### config.mk
export PLATFORM = sky130hd
export DESIGN_NAME = gbr_adj_ram
export DESIGN_NICKNAME = d
export VERILOG_FILES = /design/src/gbr_adj_ram.sv
export SDC_FILE = /design/constraint.sdc
export NUM_CORES = 2
export LEC_CHECK = 0
export BUFFER_PORTS_ARGS = -buffer_cell sky130_fd_sc_hd__clkbuf_2
export CORE_MARGIN = 4
export CORE_UTILIZATION = 57
export CTS_BUF_LIST = sky130_fd_sc_hd__clkbuf_4
export DETAILED_ROUTE_END_ITERATION = 7
export PLACE_DENSITY_LB_ADDON = 0.2
export SLEW_MARGIN = 20
export SYNTH_ARGS = -nofsm -noshare
export SYNTH_HDL_FRONTEND = slang
export SYNTH_SLANG_ARGS = --single-unit
### constraint.sdc
create_clock -name clk -period 6 [get_ports clk]
set_input_delay 0.6 -clock clk [delete_from_list [all_inputs] [get_ports clk]]
set_output_delay 0.6 -clock clk [all_outputs]
set_load 0.02 [all_outputs]
### src/gbr_adj_ram.sv
// ----------------------------------------------------------------------------
// gbr_adj_ram: adjacency matrix storage
// One row per vertex, one write and one registered read per cycle. A row
// valid bit per entry makes every row read as empty after reset.
// ----------------------------------------------------------------------------
`default_nettype none

module gbr_adj_ram #(
  parameter int ROWS = 64,
  parameter int IDXW = 6
) (
  input  wire logic            clk,
  input  wire logic            rst,
  input  wire logic [IDXW-1:0] rd_addr,
  output logic      [ROWS-1:0] rd_row,
  input  wire logic            wr_en,
  input  wire logic [IDXW-1:0] wr_addr,
  input  wire logic [ROWS-1:0] wr_row
);

  logic [ROWS-1:0] mem [ROWS];
  logic [ROWS-1:0] row_valid;
  logic [ROWS-1:0] rd_data;
  logic            rd_valid;

  always_ff @(posedge clk) begin
    if (wr_en) begin
      mem[wr_addr] <= wr_row;
    end
    rd_data <= mem[rd_addr];
  end

  always_ff @(posedge clk) begin
    if (rst) begin
      row_valid <= '0;
      rd_valid  <= 1'b0;
    end else begin
      if (wr_en) begin
        row_valid[wr_addr] <= 1'b1;
      end
      rd_valid <= row_valid[rd_addr];
    end
  end

  assign rd_row = rd_valid ? rd_data : '0;

endmodule

`default_nettype wire

# Yosys cells after proc, flatten, opt, wreduce, memory -nomap -nowiden
# Memories as Yosys holds them, arrays and structs flattened. A register that Yosys moved wholly into a read port is not among the register bits.
# Index checks and enable logic that the tools add are counted.
# op_classes
magnitude_cmp	3
mux	7
n_bitwise	1
reduce_logical	1
# ops
operator	count
64-bit 2-to-1 mux	1
64-bit bitwise OR	1
6-bit by 7-bit less-than comparator with 1-bit output, second input constant	2
1-bit binary-select mux with 6-bit select	1
1-bit demux with 6-bit select	1
6-bit by 1-bit greater-or-equal comparator with 1-bit output, second input constant	1
1-bit 2-to-1 mux	4
1-bit logical AND	1
# totals
register_bits	65
ram_bits	4096
input_bits	79
output_inout_bits	64
elab_cells	15
memories	1
# memory_table
name	depth	word_bits	read_ports	rd_clocked_by_memory_dff	wr	line	rtl
mem	64	64	1	1	1	21	logic [ROWS-1:0] mem [ROWS];

# Longest topological paths before layout
# logic_depth
word_depth	5
mapped_depth	11

# Least setup slack after synthesis
# OpenSTA, ideal clock, no wires.
# synth_path
path_kind	input-to-reg
from	input port wr_en
to	memory mem[40][0] (enable)
setup_time_ps	567
arrival_ps	5477
path_slack_ps	-44
path_stages	3
n_path_buf	0
cell_sequence	nor2b_1 -> nand3_1 -> nor3_1
# synth_via
elab_chain_cells	2
# synth_rtl
item	line	rtl
start: declaration	16	input wire logic wr_en,
1-bit 2-to-1 mux	27	if (wr_en) begin
1-bit 2-to-1 mux (implied by the code)	28	mem[wr_addr] <= wr_row;
end: declaration	21	
# No other way between the ends.

# Worst setup path in the final report
# layout_path
from	register rd_valid
to	output port rd_row[26]
# layout_via
elab_chain_cells	1
# layout_rtl
item	line	rtl
start: declaration	24	logic rd_valid;
start signal: assignment	41	rd_valid <= row_valid[rd_addr];
64-bit 2-to-1 mux	45	assign rd_row = rd_valid ? rd_data : '0;
end: declaration	15	output logic [ROWS-1:0] rd_row,
# No other way between the ends.

==> run summary <==
status = finished clean
Critical Path Slowest Stage Cell = dfxtp_4
Synth Instances = 6983
Worst-Skew Late Latency = 1.61 ns
CTS Buf Count = 1120
initial antenna violation count = 27
PwrDens = 328.3 mW/mm²
die extent in y = 537.3 µm
Max clock buf depth = 5
crit end category = primary output
Cell Count, Final, Fillers Out = 12583
CTS tree = done
CP max stage delay = 0.71 ns
IO Count = 143
syn_nets = 7062
crit path cell chain = buf_4 > and2_1 > clkbuf_2
unrepaired setup endpoints after global routing = no
startpoint types = flip-flop
Layout Utilization = 64.60%
crit-path max FO = 35
total power = 59.21 mW
Hold WS = 0.08713 ns
Syn-to-layout area delta = 12.92%
Achievable Freq = 0.2460 GHz
wire length per cell = 33.60 µm
most common flop cell mapped by yosys = edfxtp_1
DRC = 0
post-synth top area share = 77.02%
Mean Syn Cell Area = 22.87 µm²
Final Hold Fails = 0
Final period util = 67.75%
CTS resizes = 0
Post-DP Area = 0.1662 mm²
core area = 0.2791 mm²
die width = 537.3 µm
final instance area = 0.1803 mm²
asr flop ratio synth = 0%
Post-Synthesis Cell Area = 0.1597 mm²
H-tree depth = 7
Cells after DPL = 10677
part of the Yosys area used for sequential elements = 78.63%
WS Path Type = flip-flop to primary output
worst-margin pin slew = 1.207 ns
vias in the first global route = 83439
DP Worst Slack = 2.076 ns
post-layout min period = 4.065 ns
grt total ovfl = 0
vias per cell = 6.518
Antenna Nets Post-Route = 0
Leakage = 58.43 nW
Synth cell types = 42
min-delay worst type = primary input to flip-flop
Buf/Inv on CP = 2
nets@finish = 8245
worst setup margin = 1.935 ns
PortBufs = 142
final setup fails = 0
Iteration-0 DRC Markers = 11665
Yosys Warn Count = 0
Fill cells = 18583
die area = 0.2887 mm²
Initial Utilization = 57.21%
EDFF count, synth = 4096
CTS Sinks = 4225
maximum vdd drop = 0.0002228 V
Via Count = 82018
Total Routing Usage GR = 29.88%
TritonRoute pass-1 iters = 6
slew margin rel. = 19.50%
final count of pins violating max slew = 0
share of layout cells above drive strength 1 = 36.28%
synth top area cells = edfxtp_1 (77%), mux4_2 (14%), mux2i_1 (2.1%)
final setup TNS = 0 ns
Cell Rows = 194
Root Driver = clkbuf_4
maxcap violations = 0
FF+latch count, synth = 4225
pin count of the biggest net entering global routing = 115
Yosys top cell by area = edfxtp_1
Clock Pin Slew Worst Setup and Hold Paths = 0.07 ns
final wirelength = 422800 µm
post-DP HPWL = 213700 µm
cell family contributing the most delay on the critical path = buffers and inverters
clock skew = 0.1364 ns
Post-CTS Setup Bufs = 0
Routability Congestion = 0.7857
crit path DAT = 3.47 ns
first-pass GRT wire length = 601200 µm
worst path required time = 5.40 ns
==> cell usage in the layout (no fill, tap or decap), drive strengths merged, types with 12 or more instances in the layout <==
master,netlist,routed
a21oi,34,34
a221o,30,30
a221oi,50,50
and2,66,66
buf,238,275
bufinv,0,12
clkbuf,155,1684
clkinv,0,167
dfxtp,129,129
diode,0,16
dlygate4sd3,0,88
edfxtp,4096,4096
inv,1,27
mux2,111,111
mux2i,331,331
mux4,981,981
nand2,13,13
nand2b,17,17
nor2,318,318
nor3,52,52
nor4,24,24
o21ai,34,34
o221a,30,30
o221ai,70,70
o22ai,140,140
or2,12,12
==> registers in the layout, summed over array words and instances, names as in the netlist <==
| name | flops |
|---|---|
| mem | 4096 |
| row_valid | 64 |
| rd_data | 64 |
| rd_valid | 1 |
==> worst reg2reg max path, delay by kind of cell, from the launching register on <==
kind	cells	cell delay, ns
AO/OA/AOI/OAI	1	0.12
buffers and inverters	2	1.14
flip-flops	1	0.32
multiplexers	2	0.77
AND/OR/NAND/NOR	1	0.17
==> report_power, final <==
| group | switching (mW) | leakage [nW] | internal [mW] |
|---|---|---|---|
| Sequential | 0.141 | 37.9 | 32.6 |
| Clock | 11.1 | 7.92 | 12.6 |
| Combinational | 1.71 | 12.6 | 1.07 |
| Total | 12.9 | 58.4 | 46.3 |
==> final timing paths <==
kind | start | to | slack (ns) | cells past startpoint
worst max-delay path | rd_valid | rd_row[26] | 1.93 | 3
worst min-delay path | wr_row[9] | mem[44][9] | 0.09 | 2
worst max register to register | row_valid[47] | rd_valid | 3.38 | 6
worst min register to register | row_valid[30] | row_valid[30] | 0.47 | 2
==> cell type report <==
cell class | instances | area, µm² | share of cell area (%)
Sequential cell | 4225 | 125600 | 69.64
Clock inverter | 206 | 1122 | 0.6224
Multi-Input combinational cell | 2364 | 32740 | 18.15
Antenna cell | 16 | 40.04 | 0.02220
Tap cell | 3724 | 4659 | 2.584
Timing Repair Buffer | 454 | 4227 | 2.344
Inverter | 1 | 3.754 | 0.002081
Clock buffer | 1593 | 11960 | 6.632
==> kinds of logic (layout without fill, tap and decap cells) <==
logic type	after synthesis	count (layout)	synth area share, %
and+or+nand+nor	534	534	1.552
other	0	16	0
DFF	4225	4225	78.63
AOI/OAI and AO/OA	407	407	1.909
buffers and inverters	394	2254	1.215
muxes	1423	1423	16.69
==> cells in the mapped netlist (all sizes together) (50+ instances only) <==
| library cell | number |
|---|---|
| a221oi | 50 |
| and2 | 66 |
| buf | 238 |
| clkbuf | 155 |
| dfxtp | 129 |
| edfxtp | 4096 |
| mux2 | 111 |
| mux2i | 331 |
| mux4 | 981 |
| nor2 | 318 |
| nor3 | 52 |
| o221ai | 70 |
| o22ai | 140 |
==> what timing repair did <==
item	in CTS	in global routing
hold buffers	87	2
hold endpoints to repair	4067	32
setup endpoints to repair	0	0
==> per-layer routing <==
layer  vias up  track usage (%)  routed length, µm
met4         8            10.32              10950
li1      32715                -                  -
met2      5345            45.47             201700
met3       682            8.993              50810
met1     43268            41.96             159300
met5         -                0                 48
Note: power is estimated with default switching activity, not from simulation.
