**config.mk**
```make
export PLATFORM = sky130hd
export DESIGN_NAME = gbr_frontier
export DESIGN_NICKNAME = d
export VERILOG_FILES = /design/src/gbr_pkg.sv /design/src/gbr_frontier.sv
export SDC_FILE = /design/constraint.sdc
export NUM_CORES = 1
export LEC_CHECK = 0
export ABC_AREA = 0
export ABC_CLOCK_PERIOD_IN_PS = 5200
export CAP_MARGIN = 25
export CELL_PAD_IN_SITES_DETAIL_PLACEMENT = 0
export CELL_PAD_IN_SITES_GLOBAL_PLACEMENT = 1
export CORE_MARGIN = 5
export CORE_UTILIZATION = 40
export CTS_CLUSTER_DIAMETER = 80
export CTS_CLUSTER_SIZE = 24
export DETAILED_ROUTE_END_ITERATION = 12
export DONT_BUFFER_PORTS = 1
export GPL_TIMING_DRIVEN = 1
export PLACE_DENSITY_LB_ADDON = 0.25
export SLEW_MARGIN = 5
export SYNTH_ARGS = -nofsm -noshare
export SYNTH_HDL_FRONTEND = slang
export SYNTH_SLANG_ARGS = --single-unit
```
**constraint.sdc**
```tcl
create_clock -name clk -period 5.2 [get_ports clk]
set_input_delay 0.78 -clock clk [delete_from_list [all_inputs] [get_ports clk]]
set_output_delay 0.78 -clock clk [all_outputs]
set_load 0.02 [all_outputs]
```
**src/gbr_pkg.sv**
```systemverilog
// ----------------------------------------------------------------------------
// gbr_pkg: shared types and constants for the graph reachability block
// Field widths, item kind codes and the control/status bundles that pass
// between the sequencer and the frontier unit.
// ----------------------------------------------------------------------------
`default_nettype none

package gbr_pkg;

  localparam int VERTEX_W = 6;

  localparam logic KIND_ADD   = 1'b0;
  localparam logic KIND_QUERY = 1'b1;

  typedef struct packed {
    logic init;   // load start vertex, clear search state
    logic merge;  // fold a fetched adjacency row into the search state
  } fr_ctrl_t;

  typedef struct packed {
    logic empty;  // no vertex left to expand
    logic found;  // goal has been reached
  } fr_stat_t;

endpackage

`default_nettype wire

```
**src/gbr_frontier.sv**
```systemverilog
// ----------------------------------------------------------------------------
// gbr_frontier: search state and row merge unit
// Holds the visited and pending vertex sets. Each merge retires one pending
// vertex and adds its unvisited neighbors to the pending set.
// ----------------------------------------------------------------------------
`default_nettype none

module gbr_frontier #(
  parameter int ROWS = 64,
  parameter int IDXW = 6
) (
  input  wire logic             clk,
  input  wire logic             rst,
  input  wire gbr_pkg::fr_ctrl_t ctrl,
  input  wire logic [IDXW-1:0]  start_idx,
  input  wire logic [IDXW-1:0]  goal_idx,
  input  wire logic [IDXW-1:0]  merge_idx,
  input  wire logic [ROWS-1:0]  row,
  input  wire logic [IDXW-1:0]  scan_idx,
  output logic                  pend_hit,
  output gbr_pkg::fr_stat_t     stat
);

  logic [ROWS-1:0] visited;
  logic [ROWS-1:0] pending;
  logic [ROWS-1:0] visited_next;
  logic [ROWS-1:0] pending_next;
  logic [ROWS-1:0] start_bit;
  logic [ROWS-1:0] merge_bit;

  assign start_bit = ROWS'(1) << start_idx;
  assign merge_bit = ROWS'(1) << merge_idx;

  always_comb begin
    visited_next = visited;
    pending_next = pending;
    priority if (ctrl.init) begin
      visited_next = start_bit;
      pending_next = start_bit;
    end else if (ctrl.merge) begin
      visited_next = visited | row;
      pending_next = (pending & ~merge_bit) | (row & ~visited);
    end
  end

  always_ff @(posedge clk) begin
    if (rst) begin
      visited <= '0;
      pending <= '0;
    end else begin
      visited <= visited_next;
      pending <= pending_next;
    end
  end

  assign pend_hit   = pending[scan_idx];
  assign stat.empty = ~|pending;
  assign stat.found = visited[goal_idx];

endmodule

`default_nettype wire

```
After elaboration in Yosys (flattened, before gate mapping)
Cells that the tools add are included.

Output and inout port bits: 3. Bits in registers: 128.

Shift-type cells: 2. Reduce and logical (&&, ||, !) cells: 3. Bitwise operators: 6. Multiplexer cells: 8. $lt $le $gt $ge: 2.

Operators by type and width (count): $mux 64 (4); $and 64x64->64 (2); $not 64->64 (2); $or 64x64->64 (2); $shl 1x6->64 const A (2); $reduce_or 64->1 (1); $lt 6x7->1 const B (2); $bmux 1 s6 (2); $mux 1 (2); $reduce_bool 2->1 (1); $logic_not 1->1 (1).

Longest topological paths before layout
Word-level depth: 6. Depth in mapped cells: 7.

Least setup slack after synthesis
OpenSTA, ideal clock, no wires.

Kind: input-to-output. Start point: in scan_idx[1]. End point: out pend_hit. Setup slack: 2.136 ns. Stages: 5. Arrival: 2.284 ns. Data required time: 4.420 ns. Path through: buf_6 -> mux4_2 -> mux4_2 -> or2_0 -> a32o_1.

Cells in the longest elaborated chain, start to end: 2.

RTL lines: from (decl) (line gbr_frontier.sv:19) `input wire logic [IDXW-1:0] scan_idx,`; $bmux 1 s6 (line gbr_frontier.sv:56) `assign pend_hit = pending[scan_idx];`; $mux 1 (not written as such) (line gbr_frontier.sv:56); to (decl) (line gbr_frontier.sv:20) `output logic pend_hit,`.

Every way passes these cells. The select of a mux whose other input is x is not followed.

==> metrics.md <==
| Metric | Value |
|---|---|
| R2r setup slk | 4.05 ns |
| Relative slew slack | 25.9% |
| DR WL/cell | 28.5 um |
| Antenna Nets Post-Route | 0 |
| Sequential share of the synthesized area | 31.4% |
| Crit path time final | 3.14 ns |
| Final setup vio count | 0 |
| GRT met1 Usage | 39.2% |
| Clock buffer depth | 2 |
| DIE WIDTH | 153 um |
| Placed cells | 1159 |
| Die Area | 23400 sq um |
| Syn Inst Count | 982 |
| Final worst-path cycle share | 60.5% |
| Vias per cell | 7.05 |
| DP HPWL | 23700 um |
| WP data arrival | 2.36 ns |
| RSZ-0062 raised after global routing | no |
| Clock Sink Count | 128 |
| Die Height | 153 um |
| Synth Register Bits | 128 |
| RePlAce Congestion | 0.936 |
| Worst slew pin tran | 1.11 ns |
| Syn-to-layout area delta | 7.09% |
| Number of synthesized flops with an enable pin | 0 |
| Worst hold path startpoint | rst |
| CP bufs+invs | 0 |
| Post-cts repair resize count | 0 |
| H-tree levels | 4 |
| Worst Path Required | 4.42 ns |
| Core area | 20200 sq um |
| Hold WC Path Type | in -> reg |
| Total track usage | 27.9% |
| Root Buffer | clkbuf_16 |
| Worst hold path endpoint | visited[15] |
| Ys async rst share | 0% |
| Cell Pwr Density | 305 nW/um^2 |
| Leakage | 0.00293 uW |
| CTS Buf Count | 17 |
| R2R Path Start | pending[50] |
| Via count | 8392 |
| Largest net degree at the start of global routing | 140 |
| Slowest cell on the critical path | mux4_1 |
| Mapped Area | 8170 sq um |
| Grt ovf | 0 |
| Post-Layout Cell Count | 1190 |
| Worst clock skew | 0.00822 ns |
| Ys flop type | dfxtp_1 |
| CP Max Fanout | 13 |
| IO buf count | 0 |
| CP Capture Type | primary output |
| Crit path cell chain | mux4_1 -> mux4_2 -> or2_0 -> a32o_1 |
| Clk slew on worst S/H paths | 0.06 ns |
| Detailed Route Iter0 Violations | 1099 |
| FP Rows | 52 |
| Worst Hold Depth | 1 |
| Max frequency | 318 MHz |
| Clock Latency Late Sink | 0.43 ns |
| Antenna violations before repair | 0 |
| Vias in the first global route | 7530 |
| CTS Hold Buffers Added | 0 |
| Startpoint Class | primary input |
| Met2 Use GR | 41.9% |
| # diodes | 0 |
| Final nets | 1000 |
| Final WL | 33900 um |
| R2R cell count | 3 |
| Net count after synthesis | 1074 |
| Delay-heaviest family, CP | multiplexers |
| Final Hold Violating Endpoints | 0 |
| Router iterations before antenna repair | 6 |
| Worst Setup Path Type | in -> out |
| Max-cap violations | 0 |
| Worst r2r dst | pending[50] |
| Synth Area per Inst | 8.32 sq um |
| GRT met3 Usage | 6.96% |
| Netlist cell types | 38 |
| Maximum VDD drop | 0.243 mV |
| Yosys warns | 0 |
| Setup TNS | 0 ns |
| Worst path max stage delay | 0.52 ns |
| Outcome | finished, final reports clean |
| Post-CTS Setup Inserts | 0 |
| IO Pins | 95 |
| Final Slew Violations | 0 |
| GR peak layer | met2 |
| CTS tree | done |
| Fraction of layout cells with a size suffix above 1 | 8.37% |
| Initial Utilization | 40.5% |
| First-pass GRT wire length | 50100 um |
| DRC violations left | 0 |
## power by group
part / internal [uW] / switching (uW)
combinational: 154 / 182
clock: 760 / 475
sequential: 1030 / 59.2
total: 1950 / 716
## logic make-up (layout without fill, tap and decap cells)
kind of cell           after synthesis  after routing  share of synthesized area (%)
AO/OA/AOI/OAI                      396            396                           34.2
buffers and inverters              145             83                           7.08
flip-flops                         128            128                           31.4
multiplexers                        34             34                           10.0
AND/OR/NAND/NOR                    279            279                           17.3
## metrics by stage
step	total power (uW)	cell area [sq um]	worst slack [ns]	util (%)	hold slack [ns]
finish	2660	8750	2.06	43.4	0.422
global placement	1440	8130	2.07	40.3	0.485
global route	2750	8750	2.02	43.4	0.412
CTS	2660	8750	2.06	43.4	0.416
floorplan	1400	8170	2.14	-	0.469
detailed placement	1440	8160	2.06	40.5	0.483
## registers in the layout, indices dropped and copies added, names as in the netlist
| register | count |
|---|---|
| pending | 64 |
| visited | 64 |
## placed cells by master, fill, tap and decap left out, types with 2 or more instances in the layout
cell / instances
clkinvlp_4: 4
a21oi_1: 66
nand2_1: 123
o31ai_1: 46
o21bai_1: 18
o21ai_0: 64
buf_4: 3
nand4bb_1: 10
bufinv_16: 3
nor3_1: 6
or2_0: 2
a31o_2: 18
nand3b_1: 7
nor4_1: 18
a22oi_1: 4
mux4_2: 20
a211oi_1: 82
or4b_1: 3
clkbuf_1: 2
dfxtp_1: 128
o221ai_1: 46
nor2_1: 41
nand4_1: 8
a21boi_0: 2
mux4_1: 14
nor2b_1: 6
a41oi_1: 2
clkinv_2: 4
nand3_1: 12
a221oi_1: 46
inv_1: 48
nand4b_1: 7
or3b_2: 2
clkbuf_16: 17
nand2b_1: 27
or4b_2: 2
and2b_1: 2
a32o_1: 2
## synth_stat cells, drive strengths merged (4+ instances only)
library cell	number	area share [%]
nor2b	6	0.46
o21bai	18	1.7
o21ai	64	3.9
or2	4	0.31
nand4	8	0.61
nand4b	7	0.75
a22oi	4	0.37
dfxtp	128	31
a221oi	46	4.9
nand2b	27	2.1
nor4	18	1.4
nand4bb	10	1.4
mux4	34	10
nand2	123	5.7
o31ai	46	4.2
nand3	12	0.74
a211oi	82	7.5
nor3	6	0.37
buf	18	1.2
o221ai	46	4.9
clkbuf	79	3.6
nor2	41	1.9
nand3b	7	0.64
inv	48	2.2
a21oi	66	4.0
a31o	18	1.9
or4b	5	0.61
## how the worst max path moves through the flow
| stage | start | to | cells after the start |
|---|---|---|---|
| floorplan | scan_idx[1] | pend_hit | 5 |
| global placement | goal_idx[1] | stat[0] | 4 |
| detailed placement | goal_idx[1] | stat[0] | 4 |
| CTS | visited[18] | stat[0] | 4 |
| global route | visited[18] | stat[0] | 4 |
| finish | goal_idx[1] | stat[0] | 4 |
## cell type report
class | count | area, sq um
Clock buffer | 20 | 447
Clock inverter | 11 | 140
Fill cell | 2073 | 11400
Inverter | 48 | 180
Multi-Input combinational cell | 709 | 5030
Sequential cell | 128 | 2560
Tap cell | 270 | 338
Timing Repair Buffer | 4 | 50.0
## routing by layer
metal  vias up  part of all wire, %
li1       3688                    -
met1      4102                   43
met2       518                   44
met3        84                  9.4
met4         0                  3.7
met5         -                    0
Power figures use the tool's default switching activity.
